--- config.mk ---
export PLATFORM = sky130hd
export DESIGN_NAME = bus_sync_phase_tracker_top_flat
export DESIGN_NICKNAME = d
export VERILOG_FILES = /design/src/hw/rtl/bspt_pkg.sv /design/src/hw/rtl/bspt_if.sv /design/src/hw/rtl/bus_sync_phase_tracker_top.sv /design/src/flat_wrapper.sv
export SDC_FILE = /design/constraint.sdc
export NUM_CORES = 2
export LEC_CHECK = 0
export BUFFER_PORTS_ARGS = -buffer_cell sky130_fd_sc_hd__buf_4
export CORE_AREA = 2 2 439 441
export DETAILED_ROUTE_END_ITERATION = 7
export DIE_AREA = 0 0 441 443
export GPL_TIMING_DRIVEN = 0
export SYNTH_ARGS = -nofsm -noshare
export SYNTH_HDL_FRONTEND = slang
export SYNTH_SLANG_ARGS = --single-unit
--- constraint.sdc ---
create_clock -name clk_i -period 17.6 [get_ports clk_i]
set_input_delay 3.52 -clock clk_i [delete_from_list [all_inputs] [get_ports clk_i]]
set_output_delay 3.52 -clock clk_i [all_outputs]
set_load 0.01 [all_outputs]
--- src/hw/rtl/bspt_pkg.sv ---
// Package for the bus sync phase tracker: event codes, register indexes,
// field widths and the transaction payload types.
// No dependencies; every other file of the block imports it.
package bspt_pkg;

  localparam int unsigned TimeW   = 32;
  localparam int unsigned SeqW    = 16;
  localparam int unsigned WinW    = 20;
  localparam int unsigned CountW  = 32;
  localparam int unsigned CfgIdxW = 1;
  localparam int unsigned CfgW    = 32;

  localparam logic [TimeW-1:0] TimeoutReset = 32'd5000;

  typedef enum logic [1:0] {
    FUNC_TICK      = 2'd0,
    FUNC_SYNC_RX   = 2'd1,
    FUNC_MASTER_TX = 2'd2,
    FUNC_STATS_CLR = 2'd3
  } func_e;

  typedef enum logic [CfgIdxW-1:0] {
    CFG_MASTER_MODE   = 1'd0,
    CFG_TIMEOUT_LIMIT = 1'd1
  } cfg_idx_e;

  typedef struct packed {
    logic [1:0]       func;
    logic [TimeW-1:0] now_us;
    logic [TimeW-1:0] frame_timestamp_us;
    logic [SeqW-1:0]  frame_sequence;
    logic [WinW-1:0]  window_phase_us;
    logic [WinW-1:0]  window_tolerance_us;
  } in_t;

  typedef struct packed {
    logic              is_synced;
    logic              timed_out;
    logic              sync_event;
    logic [WinW-1:0]   captured_phase_us;
    logic [WinW-1:0]   current_phase_us;
    logic              in_window;
    logic              phase_reached;
    logic [CountW-1:0] missed_total;
    logic [CountW-1:0] sync_total;
    logic              tx_valid;
    logic [TimeW-1:0]  tx_timestamp_us;
    logic [SeqW-1:0]   tx_sequence;
  } out_t;

  typedef struct packed {
    logic [CfgIdxW-1:0] reg_index;
    logic [CfgW-1:0]    wdata;
  } cfg_t;

  // Per-item results that are final at acceptance and ride along the
  // phase pipeline until the output register.
  typedef struct packed {
    logic              synced;
    logic              timed_out;
    logic              sync_event;
    logic [CountW-1:0] missed_total;
    logic [CountW-1:0] sync_total;
    logic              tx_valid;
    logic [TimeW-1:0]  tx_timestamp_us;
    logic [SeqW-1:0]   tx_sequence;
    logic [WinW-1:0]   win_lo;
    logic [WinW:0]     win_hi;
    logic [WinW-1:0]   target;
  } info_t;

endpackage

--- src/hw/rtl/bspt_if.sv ---
// Valid/ready channel interfaces of the bus sync phase tracker: input items,
// result items and configuration writes. Depends on bspt_pkg.

interface bspt_in_if import bspt_pkg::*; ();
  logic valid;
  logic ready;
  in_t  data;
  modport source (output valid, output data, input ready);
  modport sink (input valid, input data, output ready);
endinterface

interface bspt_out_if import bspt_pkg::*; ();
  logic valid;
  logic ready;
  out_t data;
  modport source (output valid, output data, input ready);
  modport sink (input valid, input data, output ready);
endinterface

interface bspt_cfg_if import bspt_pkg::*; ();
  logic valid;
  logic ready;
  cfg_t data;
  modport source (output valid, output data, input ready);
  modport sink (input valid, input data, output ready);
endinterface

--- src/hw/rtl/bus_sync_phase_tracker_top.sv ---
// Top level of the bus sync phase tracker.
// Depends on bspt_pkg and the channel interfaces in bspt_if.sv.

// The tracker takes one transaction per clock cycle unless a stalled result
// side has filled the pipeline, and returns exactly one result transaction
// for each. All tracker state (sync flag, last sync time, last
// sequence number, counters) is updated in the cycle of acceptance, so an
// item that follows in the very next cycle sees the effect of the one before
// it. The latency is set by the phase path: the elapsed time modulo the sync
// period is formed by a reciprocal multiply, a back multiply with subtract
// and a pair of conditional subtractions, each of these three in a stage of
// its own, and the window compares sit in front of the output register. The
// pipeline compresses bubbles, so new transactions are still taken while a
// finished result waits at the output. Configuration writes are always
// accepted; they take effect for items accepted afterwards and are meant to
// be issued while the tracker is idle.
module bus_sync_phase_tracker_top import bspt_pkg::*; #(
  parameter int unsigned PeriodUs = 1000
) (
  input  logic        clk_i,
  input  logic        rst_ni,
  bspt_in_if.sink     in_i,
  bspt_out_if.source  out_o,
  bspt_cfg_if.sink    cfg_i
);

  // Phase arithmetic widths. The reciprocal is floor(2^RecipShift / period),
  // which stays below 2^32; the quotient estimate it gives is short by at
  // most two, so the first remainder stays below three periods.
  localparam int unsigned PhaseW     = (PeriodUs > 1) ? $clog2(PeriodUs) : 1;
  localparam int unsigned RemW       = $clog2(3 * PeriodUs);
  localparam int unsigned RecipShift = 31 + ((PeriodUs > 1) ? $clog2(PeriodUs) : 0);
  localparam logic [63:0] RecipFull  = (64'd1 << RecipShift) / 64'(PeriodUs);
  localparam logic [31:0] Recip      = 32'(RecipFull);
  localparam int unsigned Stages     = 4;
  localparam int unsigned NumLanes   = 2;
  localparam int unsigned LaneCur    = 0;
  localparam int unsigned LaneHeld   = 1;

  // Configuration registers.
  logic             master_q;
  logic [TimeW-1:0] limit_q;

  // Tracker state.
  logic              synced_q, synced_d;
  logic [TimeW-1:0]  last_time_q, last_time_d;
  logic [SeqW-1:0]   last_seq_q, last_seq_d;
  logic [CountW-1:0] sync_cnt_q, sync_cnt_d;
  logic [CountW-1:0] missed_q, missed_d;
  logic [PhaseW-1:0] held_q;

  // Pipeline control and payload.
  logic [Stages:0]   ld;
  logic [Stages-1:0] vld_q;
  logic              out_valid_q;
  out_t              out_q, out_d;
  info_t             info_q [Stages];
  info_t             info_d;
  logic              in_fire;

  logic [TimeW-1:0]  s1_x_q    [NumLanes];
  logic [TimeW-1:0]  s1_x_d    [NumLanes];
  logic [63:0]       s2_prod_q [NumLanes];
  logic [TimeW-1:0]  s2_x_q    [NumLanes];
  logic [RemW-1:0]   s3_rem_q  [NumLanes];
  logic [RemW-1:0]   s3_rem_d  [NumLanes];
  logic [PhaseW-1:0] s4_ph_q   [NumLanes];
  logic [PhaseW-1:0] s4_ph_d   [NumLanes];

  // Configuration port.
  assign cfg_i.ready = 1'b1;

  always_ff @(posedge clk_i or negedge rst_ni) begin
    if (!rst_ni) begin
      master_q <= 1'b0;
      limit_q  <= TimeoutReset;
    end else if (cfg_i.valid) begin
      case (cfg_i.data.reg_index)
        CFG_MASTER_MODE:   master_q <= cfg_i.data.wdata[0];
        CFG_TIMEOUT_LIMIT: limit_q  <= cfg_i.data.wdata;
        default: ;
      endcase
    end
  end

  // Load enables. A stage loads when it is empty or the stage after it
  // moves on, so a stalled output only stops the items behind it once the
  // pipeline has filled up.
  always_comb begin
    ld[Stages] = !out_valid_q || out_o.ready;
    for (int k = Stages - 1; k >= 0; k--) begin
      ld[k] = !vld_q[k] || ld[k+1];
    end
  end

  assign in_i.ready = ld[0];
  assign in_fire    = in_i.valid && ld[0];

  // Event handling and timeout check, all at acceptance.
  always_comb begin
    logic             is_rx, is_tx, is_clr, count_gap, synced_evt, timeout;
    logic [SeqW-1:0]  expected, gap;
    logic [TimeW-1:0] elapsed;
    logic [WinW-1:0]  target, tol;

    is_rx  = (in_i.data.func == FUNC_SYNC_RX) && !master_q;
    is_tx  = (in_i.data.func == FUNC_MASTER_TX) && master_q;
    is_clr = (in_i.data.func == FUNC_STATS_CLR);

    // A gap with the top bit set is a late or repeated frame, not a loss.
    expected  = last_seq_q + SeqW'(1);
    gap       = in_i.data.frame_sequence - expected;
    count_gap = synced_q && (gap != '0) && !gap[SeqW-1];

    missed_d   = missed_q;
    sync_cnt_d = sync_cnt_q;
    last_time_d = last_time_q;
    last_seq_d = last_seq_q;
    if (is_rx) begin
      if (count_gap) begin
        missed_d = missed_q + CountW'(gap);
      end
      sync_cnt_d  = sync_cnt_q + CountW'(1);
      last_time_d = in_i.data.now_us;
      last_seq_d  = in_i.data.frame_sequence;
    end else if (is_tx) begin
      sync_cnt_d  = sync_cnt_q + CountW'(1);
      last_time_d = in_i.data.now_us;
    end else if (is_clr) begin
      sync_cnt_d = '0;
      missed_d   = '0;
    end

    // A step that just synced has zero elapsed time and cannot time out.
    synced_evt = synced_q || is_rx || is_tx;
    elapsed    = in_i.data.now_us - last_time_d;
    timeout    = synced_evt && (elapsed > limit_q);
    synced_d   = synced_evt && !timeout;

    s1_x_d[LaneCur]  = elapsed;
    s1_x_d[LaneHeld] = in_i.data.now_us - in_i.data.frame_timestamp_us;

    target = in_i.data.window_phase_us;
    tol    = in_i.data.window_tolerance_us;

    info_d.synced          = synced_d;
    info_d.timed_out       = timeout;
    info_d.sync_event      = is_rx;
    info_d.missed_total    = missed_d;
    info_d.sync_total      = sync_cnt_d;
    info_d.tx_valid        = is_tx;
    info_d.tx_timestamp_us = is_tx ? in_i.data.now_us : '0;
    info_d.tx_sequence     = is_tx ? sync_cnt_q[SeqW-1:0] : '0;
    info_d.win_lo          = (target >= tol) ? (target - tol) : '0;
    info_d.win_hi          = {1'b0, target} + {1'b0, tol};
    info_d.target          = target;
  end

  always_ff @(posedge clk_i or negedge rst_ni) begin
    if (!rst_ni) begin
      synced_q    <= 1'b0;
      last_time_q <= '0;
      last_seq_q  <= '0;
      sync_cnt_q  <= '0;
      missed_q    <= '0;
    end else if (in_fire) begin
      synced_q    <= synced_d;
      last_time_q <= last_time_d;
      last_seq_q  <= last_seq_d;
      sync_cnt_q  <= sync_cnt_d;
      missed_q    <= missed_d;
    end
  end

  // Valid bits of the pipeline and the output register.
  always_ff @(posedge clk_i or negedge rst_ni) begin
    if (!rst_ni) begin
      vld_q       <= '0;
      out_valid_q <= 1'b0;
    end else begin
      if (ld[0]) begin
        vld_q[0] <= in_i.valid;
      end
      for (int k = 1; k < Stages; k++) begin
        if (ld[k]) begin
          vld_q[k] <= vld_q[k-1];
        end
      end
      if (ld[Stages]) begin
        out_valid_q <= vld_q[Stages-1];
      end
    end
  end

  // Modulo pipeline: remainder after the estimated quotient, then the
  // two corrections that bring it below one period.
  always_comb begin
    logic [TimeW-1:0] quot;
    logic [RemW-1:0]  r1;
    for (int l = 0; l < NumLanes; l++) begin
      quot        = 32'(s2_prod_q[l] >> RecipShift);
      s3_rem_d[l] = RemW'(s2_x_q[l] - quot * 32'(PeriodUs));
      r1          = (s3_rem_q[l] >= RemW'(PeriodUs)) ? s3_rem_q[l] - RemW'(PeriodUs)
                                                     : s3_rem_q[l];
      s4_ph_d[l]  = (r1 >= RemW'(PeriodUs)) ? PhaseW'(r1 - RemW'(PeriodUs))
                                            : PhaseW'(r1);
    end
  end

  always_ff @(posedge clk_i) begin
    if (ld[0]) begin
      info_q[0] <= info_d;
      s1_x_q    <= s1_x_d;
    end
    if (ld[1]) begin
      info_q[1] <= info_q[0];
      for (int l = 0; l < NumLanes; l++) begin
        s2_prod_q[l] <= 64'(s1_x_q[l]) * 64'(Recip);
        s2_x_q[l]    <= s1_x_q[l];
      end
    end
    if (ld[2]) begin
      info_q[2] <= info_q[1];
      s3_rem_q  <= s3_rem_d;
    end
    if (ld[3]) begin
      info_q[3] <= info_q[2];
      s4_ph_q   <= s4_ph_d;
    end
  end

  // Output stage: window tests and the captured phase. The captured phase
  // changes only when an accepted sync frame passes this point, which keeps
  // it in item order with everything else.
  always_comb begin
    logic [WinW:0]     ph;
    logic              syn;
    logic [PhaseW-1:0] cap;
    syn = info_q[Stages-1].synced;
    ph  = syn ? (WinW+1)'(s4_ph_q[LaneCur]) : '0;
    cap = info_q[Stages-1].sync_event ? s4_ph_q[LaneHeld] : held_q;

    out_d.is_synced         = syn;
    out_d.timed_out         = info_q[Stages-1].timed_out;
    out_d.sync_event        = info_q[Stages-1].sync_event;
    out_d.captured_phase_us = WinW'(cap);
    out_d.current_phase_us  = WinW'(ph);
    out_d.in_window         = syn && (ph >= {1'b0, info_q[Stages-1].win_lo})
                                  && (ph <= info_q[Stages-1].win_hi);
    out_d.phase_reached     = syn && (ph >= {1'b0, info_q[Stages-1].target});
    out_d.missed_total      = info_q[Stages-1].missed_total;
    out_d.sync_total        = info_q[Stages-1].sync_total;
    out_d.tx_valid          = info_q[Stages-1].tx_valid;
    out_d.tx_timestamp_us   = info_q[Stages-1].tx_timestamp_us;
    out_d.tx_sequence       = info_q[Stages-1].tx_sequence;
  end

  always_ff @(posedge clk_i or negedge rst_ni) begin
    if (!rst_ni) begin
      held_q <= '0;
    end else if (ld[Stages] && vld_q[Stages-1] && info_q[Stages-1].sync_event) begin
      held_q <= s4_ph_q[LaneHeld];
    end
  end

  always_ff @(posedge clk_i) begin
    if (ld[Stages]) begin
      out_q <= out_d;
    end
  end

  assign out_o.valid = out_valid_q;
  assign out_o.data  = out_q;

endmodule

--- src/flat_wrapper.sv ---
// flat-port wrapper written by rule: the top's interface ports become plain ports
module bus_sync_phase_tracker_top_flat import bspt_pkg::*;
#(
  parameter int unsigned PeriodUs = 1000
)
  (clk_i, rst_ni, in_i_valid, in_i_data, in_i_ready, out_o_valid, out_o_data, out_o_ready, cfg_i_valid, cfg_i_data, cfg_i_ready);
  bspt_in_if in_i_i ();
  bspt_out_if out_o_i ();
  bspt_cfg_if cfg_i_i ();
  input  logic clk_i;
  input  logic rst_ni;
  input wire logic [$bits(in_i_i.valid)-1:0] in_i_valid;
  input wire logic [$bits(in_i_i.data)-1:0] in_i_data;
  output wire logic [$bits(in_i_i.ready)-1:0] in_i_ready;
  output wire logic [$bits(out_o_i.valid)-1:0] out_o_valid;
  output wire logic [$bits(out_o_i.data)-1:0] out_o_data;
  input wire logic [$bits(out_o_i.ready)-1:0] out_o_ready;
  input wire logic [$bits(cfg_i_i.valid)-1:0] cfg_i_valid;
  input wire logic [$bits(cfg_i_i.data)-1:0] cfg_i_data;
  output wire logic [$bits(cfg_i_i.ready)-1:0] cfg_i_ready;
  assign in_i_i.valid = in_i_valid;
  assign in_i_i.data = in_i_data;
  assign in_i_ready = in_i_i.ready;
  assign out_o_valid = out_o_i.valid;
  assign out_o_data = out_o_i.data;
  assign out_o_i.ready = out_o_ready;
  assign cfg_i_i.valid = cfg_i_valid;
  assign cfg_i_i.data = cfg_i_data;
  assign cfg_i_ready = cfg_i_i.ready;
  bus_sync_phase_tracker_top #(.PeriodUs(PeriodUs)) u_core (.clk_i(clk_i), .rst_ni(rst_ni), .in_i(in_i_i), .out_o(out_o_i), .cfg_i(cfg_i_i));
endmodule
## Word level (Yosys, flattened, before mapping)

Memories as Yosys holds them, arrays and structs flattened.
Cells that the tools add are included.

| word-level totals | value |
|---|---|
| latch bits | 0 |
| flip-flop bits (word level) | 417 |
| memories kept | 3 |
| logic and storage cells | 122 |
| input bits | 160 |
| memory bits (read-only) | 0 |
| memory bits (writable) | 900 |
| output and inout bits | 161 |

| cells by class | value |
|---|---|
| bitwise operators | 1 |
| reductions and logical operators | 31 |
| shifts and indexed selects | 0 |
| eq/ne operators | 3 |
| order comparisons | 9 |
| multiply operators | 4 |
| mux-type cells | 26 |
| div/mod/pow operators | 0 |
| add/sub/neg operators | 14 |

Memories:

| name | depth | width | rd ports | clocked after memory_dff | wr ports | line | RTL |
|---|---|---|---|---|---|---|---|
| u_core.info_q | 4 | 177 | 4 | 0 | 4 | bus_sync_phase_tracker_top.sv:57 | `info_t info_q [Stages];` |
| u_core.s2_prod_q | 2 | 64 | 2 | 0 | 2 | bus_sync_phase_tracker_top.sv:63 | `logic [63:0] s2_prod_q [NumLanes];` |
| u_core.s2_x_q | 2 | 32 | 2 | 0 | 2 | bus_sync_phase_tracker_top.sv:64 | `logic [TimeW-1:0] s2_x_q [NumLanes];` |

Operators by type and width:

| operator | number |
|---|---|
| $mux 32 | 10 |
| $mul 32x32->64 const B | 2 |
| $sub 32x32->32 | 2 |
| $ge 12x10->1 const B | 4 |
| $mul 23x7->9 const B | 2 |
| $ge 21x20->1 | 2 |
| $mux 10 | 4 |
| $add 32x1->32 const B | 1 |
| $add 32x16->32 | 1 |
| $gt 32x32->1 | 1 |
| $mux 12 | 2 |
| $sub 12x10->12 const B | 2 |
| $sub 12x12->12 | 2 |
| $add 20x20->21 | 1 |
| $le 21x21->1 | 1 |
| $ge 20x20->1 | 1 |
| $mux 20 | 1 |
| $sub 10x10->10 const B | 2 |
| $sub 20x20->20 | 1 |
| $add 16x1->16 const B | 1 |
| $mux 16 | 1 |
| $reduce_bool 16->1 | 1 |
| $sub 16x16->16 | 1 |
| $logic_and 1x1->1 | 12 |
| 7 further kinds | 30 |

## Logic depth before layout (Yosys ltp)

| logic depth | value |
|---|---|
| word-level depth | 9 |
| gate-level depth with buffers | 30 |
| gate-level depth less buffers | 28 |

## Worst setup path before layout

No wires, ideal clock.

| path | value |
|---|---|
| path type | input port to output port |
| start point | in out_o_ready |
| end point | out in_i_ready |
| buffers on the path | 0 |
| data arrival time | 14.760 ns |
| setup slack | -0.680 ns |
| stages on the path | 4 |
| required time | 14.080 ns |
| path through | nor2b_1 -> nand3_1 -> inv_1 -> nand3_1 |

| on the way | value |
|---|---|
| cells in the longest elaborated chain, start to end | 5 |

RTL lines:

| item | line | RTL |
|---|---|---|
| from (decl) | flat_wrapper.sv:17 | `input wire logic [$bits(out_o_i.ready)-1:0] out_o_ready;` |
| $logic_or 1x1->1 | bus_sync_phase_tracker_top.sv:90 | `ld[Stages] = !out_valid_q \|\| out_o.ready;` |
| $logic_or 1x1->1 (2 in series) | bus_sync_phase_tracker_top.sv:92 | `ld[k] = !vld_q[k] \|\| ld[k+1];` |
| via u_core.ld[2] | bus_sync_phase_tracker_top.sv:53 | `logic [Stages:0] ld;` |
| $logic_or 1x1->1 (2 in series) | bus_sync_phase_tracker_top.sv:92 |  |
| to (decl) | flat_wrapper.sv:14 | `output wire logic [$bits(in_i_i.ready)-1:0] in_i_ready;` |

The timed path passes the listed nets, and every way through them passes these cells.

==> impl_metrics.csv <==
group,metric,value,unit
final_layout,final_cell_mix,"inv_1 (1,101), edfxtp_1 (996), ha_1 (914)",
cts,insertion_delay,800,ps
timing,fin_worst_skew,90.8,ps
yosys,ys_top_cells_by_area,"edfxtp_1 (39%), fa_1 (19%), ha_1 (15%)",
routing,wirelength,185,mm
timing,fin_setup_tns,0,ps
critical_path,crit_arrival,11620,ps
placement,hpwl,148,mm
final_layout,fill_cells,17278,
critical_path,worst_setup_path_end_kind,"flop",
yosys,synth_area,0.0760,mm^2
final_layout,drive_above_1_share,9.81,%
yosys,synth_seq_area_share,44.7,%
routing,post_drt_wl_per_cell,20.7,um
hold_path,hold_path.class,"reg -> reg",
global_routing,track_usage,19.4,%
routing,vias_per_cell,4.95,
critical_path,critPathMaxFanout,10,
global_routing,grt_max_degree,84,
global_routing,grt_pass1_vias,47669,
yosys,syn_inst,5883,
yosys,syn_avg_cell_area,12.9,um^2
yosys,ys_ff_latch,1157,
cts,clkTransAtPathRegs,60,ps
timing,finalSetupViolations,0,
timing,slew_headroom,20.3,%
global_routing,antenna_found_initial,5,
cts,post_cts_buffers,0,
die,ios,321,
routing,dr.pass1.iters,5,
final_layout,synthToLayoutAreaGrowth,13.2,%
yosys,async_flop_share,13.9,%
cts,hold_buffers,0,
timing,worst_slew_pin_slew,1190,ps
timing,slew_viol_final,0,
critical_path,cp.required,18070,ps
yosys,yosysUniqueCellTypes,85,
status,run_status,"completed",
final_layout,final_cell_area,0.0860,mm^2
yosys,yosys.area.top_type,"edfxtp_1",
critical_path,cp_slowest_cell,"clkbuf_1",
die,dieHeight,443,um
critical_path,critPathLaunchType,"primary input",
placement,place_area,0.0819,mm^2
die,dieWidth,441,um
routing,first_iter_violations,2595,
cts,root_buffer,"clkbuf_16",
yosys,yosysWarningCount,0,
routing,route.detailed.drc,0,
final_layout,layout_commonest_cell,"inv_1",
die,start_util,39.7,%
die,die_area,0.195,mm^2
timing,rsz0062_at_grt,"no",
cts,cts_buffer_depth,3,
cts,cts.repair.resized,0,
global_routing,grt_pass1_wl,284,mm
routing,vias,44385,
cts,htree_levels,3,
routing,antenna_left,0,
timing,period_share,63.3,%
timing,finalCriticalPeriod,11150,ps
cts,cts_tree,"done",
cts,numCtsBuffers,120,
global_routing,grt_overflow,0,
die,core,0.191,mm^2
critical_path,path_class,"in -> reg",
cts,cts.sinks,1157,
timing,fmax,0.0897,GHz
yosys,synth_enable_flop_cells,996,
die,fp-row-count,161,
yosys,synth_top_area_share,39.4,%
placement,gp_congestion,0.923,
job,drv_cap,0,
placement,portBuffers,297,
final_layout,nets,8126,
critical_path,slowest_delay,760,ps
timing,hold_viol_final,0,
yosys,yosys_most_used_dff,"edfxtp_1",
routing by layer:
metal	part of all wire, %	wire length (um)	GRT usage [%]
met1	42	78000	24.7
met2	49	91200	32.8
met3	4.1	7510	2.72
met4	4.6	8510	8.35
met5	0.022	40	0
synthesized netlist by cell type, drive strengths merged, types with 5 or more instances:
cell type / count
mux2i: 37
and3: 25
and2: 67
dfstp: 5
fa: 714
dfrtp: 156
buf: 35
o21bai: 19
a2111oi: 5
nand4: 37
nand3: 73
o21ai: 232
inv: 1103
o211ai: 16
nor3: 63
nor4: 13
edfxtp: 996
a41oi: 5
nor2b: 46
clkbuf: 55
nand2: 266
o22ai: 7
o31a: 5
a21boi: 8
nor2: 184
o41ai: 7
a22o: 14
a211oi: 16
xor2: 56
nand2b: 45
a21oi: 187
o21a: 29
or4: 5
ha: 914
o31ai: 27
a31oi: 26
nor4b: 6
or3: 9
o311ai: 8
a221oi: 5
a21o: 87
xnor2: 152
mux2: 74
flip-flops by register name, indices dropped and copies added (netlist names):
register and cells:
u_core.info_q 708, u_core.out_o.valid 1, u_core.s4_ph_q 20, u_core.missed_q 32, u_core.last_seq_q 16, u_core.s1_x_q 64
u_core.s2_x_q 22, u_core.last_time_q 32, u_core.out_o.data 138, u_core.sync_cnt_q 32, u_core.s2_prod_q 20, u_core.master_q 1
u_core.synced_q 1, u_core.s3_rem_q 24, u_core.limit_q 32, u_core.held_q 10, u_core.vld_q 4
critical path, delay by kind of cell:
kind	cells	cell delay, ps
AOI/OAI and AO/OA	13	3630
and+or+nand+nor	8	2360
buffers and inverters	4	1220
adders and majority gates	3	870
worst paths after layout:
path	slack, ps	depth (start not counted)	endpoint	from
worst max-delay path	6450	28	u_core.info_q[0][176]	in_i_data[121]
worst min-delay path	360	0	u_core.info_q[3][24]	u_core.info_q[2][24]
worst max register to register	8550	24	u_core.s2_prod_q[0][48]	u_core.s1_x_q[57]
worst min register to register	360	0	u_core.info_q[3][24]	u_core.info_q[2][24]
max in group asynchronous	13850	2	u_core.held_q[4]	rst_ni
min in group asynchronous	2750	1	u_core.missed_q[0]	rst_ni
metrics by stage:
step	utilization, %	std cells	setup WS [ps]	hold WS, ps
6_report	45.0	8972	6450	363
5_1_grt	45.0	8970	5950	363
4_1_cts	45.0	8970	6540	356
3_5_place_dp	42.9	8742	5740	405
3_3_place_gp	42.6	8725	-6940	400
2_1_floorplan	-	5902	1440	400
final cells by class:
class | count | area (um^2) | share of cell area [%]
clock buffers | 153 | 3220 | 3.74
multi-input cells | 3552 | 37600 | 43.7
diodes | 2 | 5.00 | 0.00582
plain buffers | 90 | 434 | 0.505
repair buffers | 314 | 2690 | 3.13
inverters | 1103 | 4150 | 4.82
flip-flops and latches | 1157 | 33900 | 39.5
well taps | 2526 | 3160 | 3.67
clock inverters | 75 | 872 | 1.01
kinds of logic (layout without fill, tap and decap cells):
family          count (synthesis)  after routing  synth area share [%]
compound gates                729            729                  5.98
xor+xnor                      208            208                  2.41
fa+ha+maj                    1628           1628                  33.9
buf+inv                      1193           1735                  6.02
flops                        1157           1157                  44.7
mux                           111            111                  1.58
other cells                     2             23               0.00988
simple gates                  855            855                  5.46
Power is left out: the tool's default activity adds up to more than one toggle a clock period on the data nets, which glitch-free logic cannot reach.
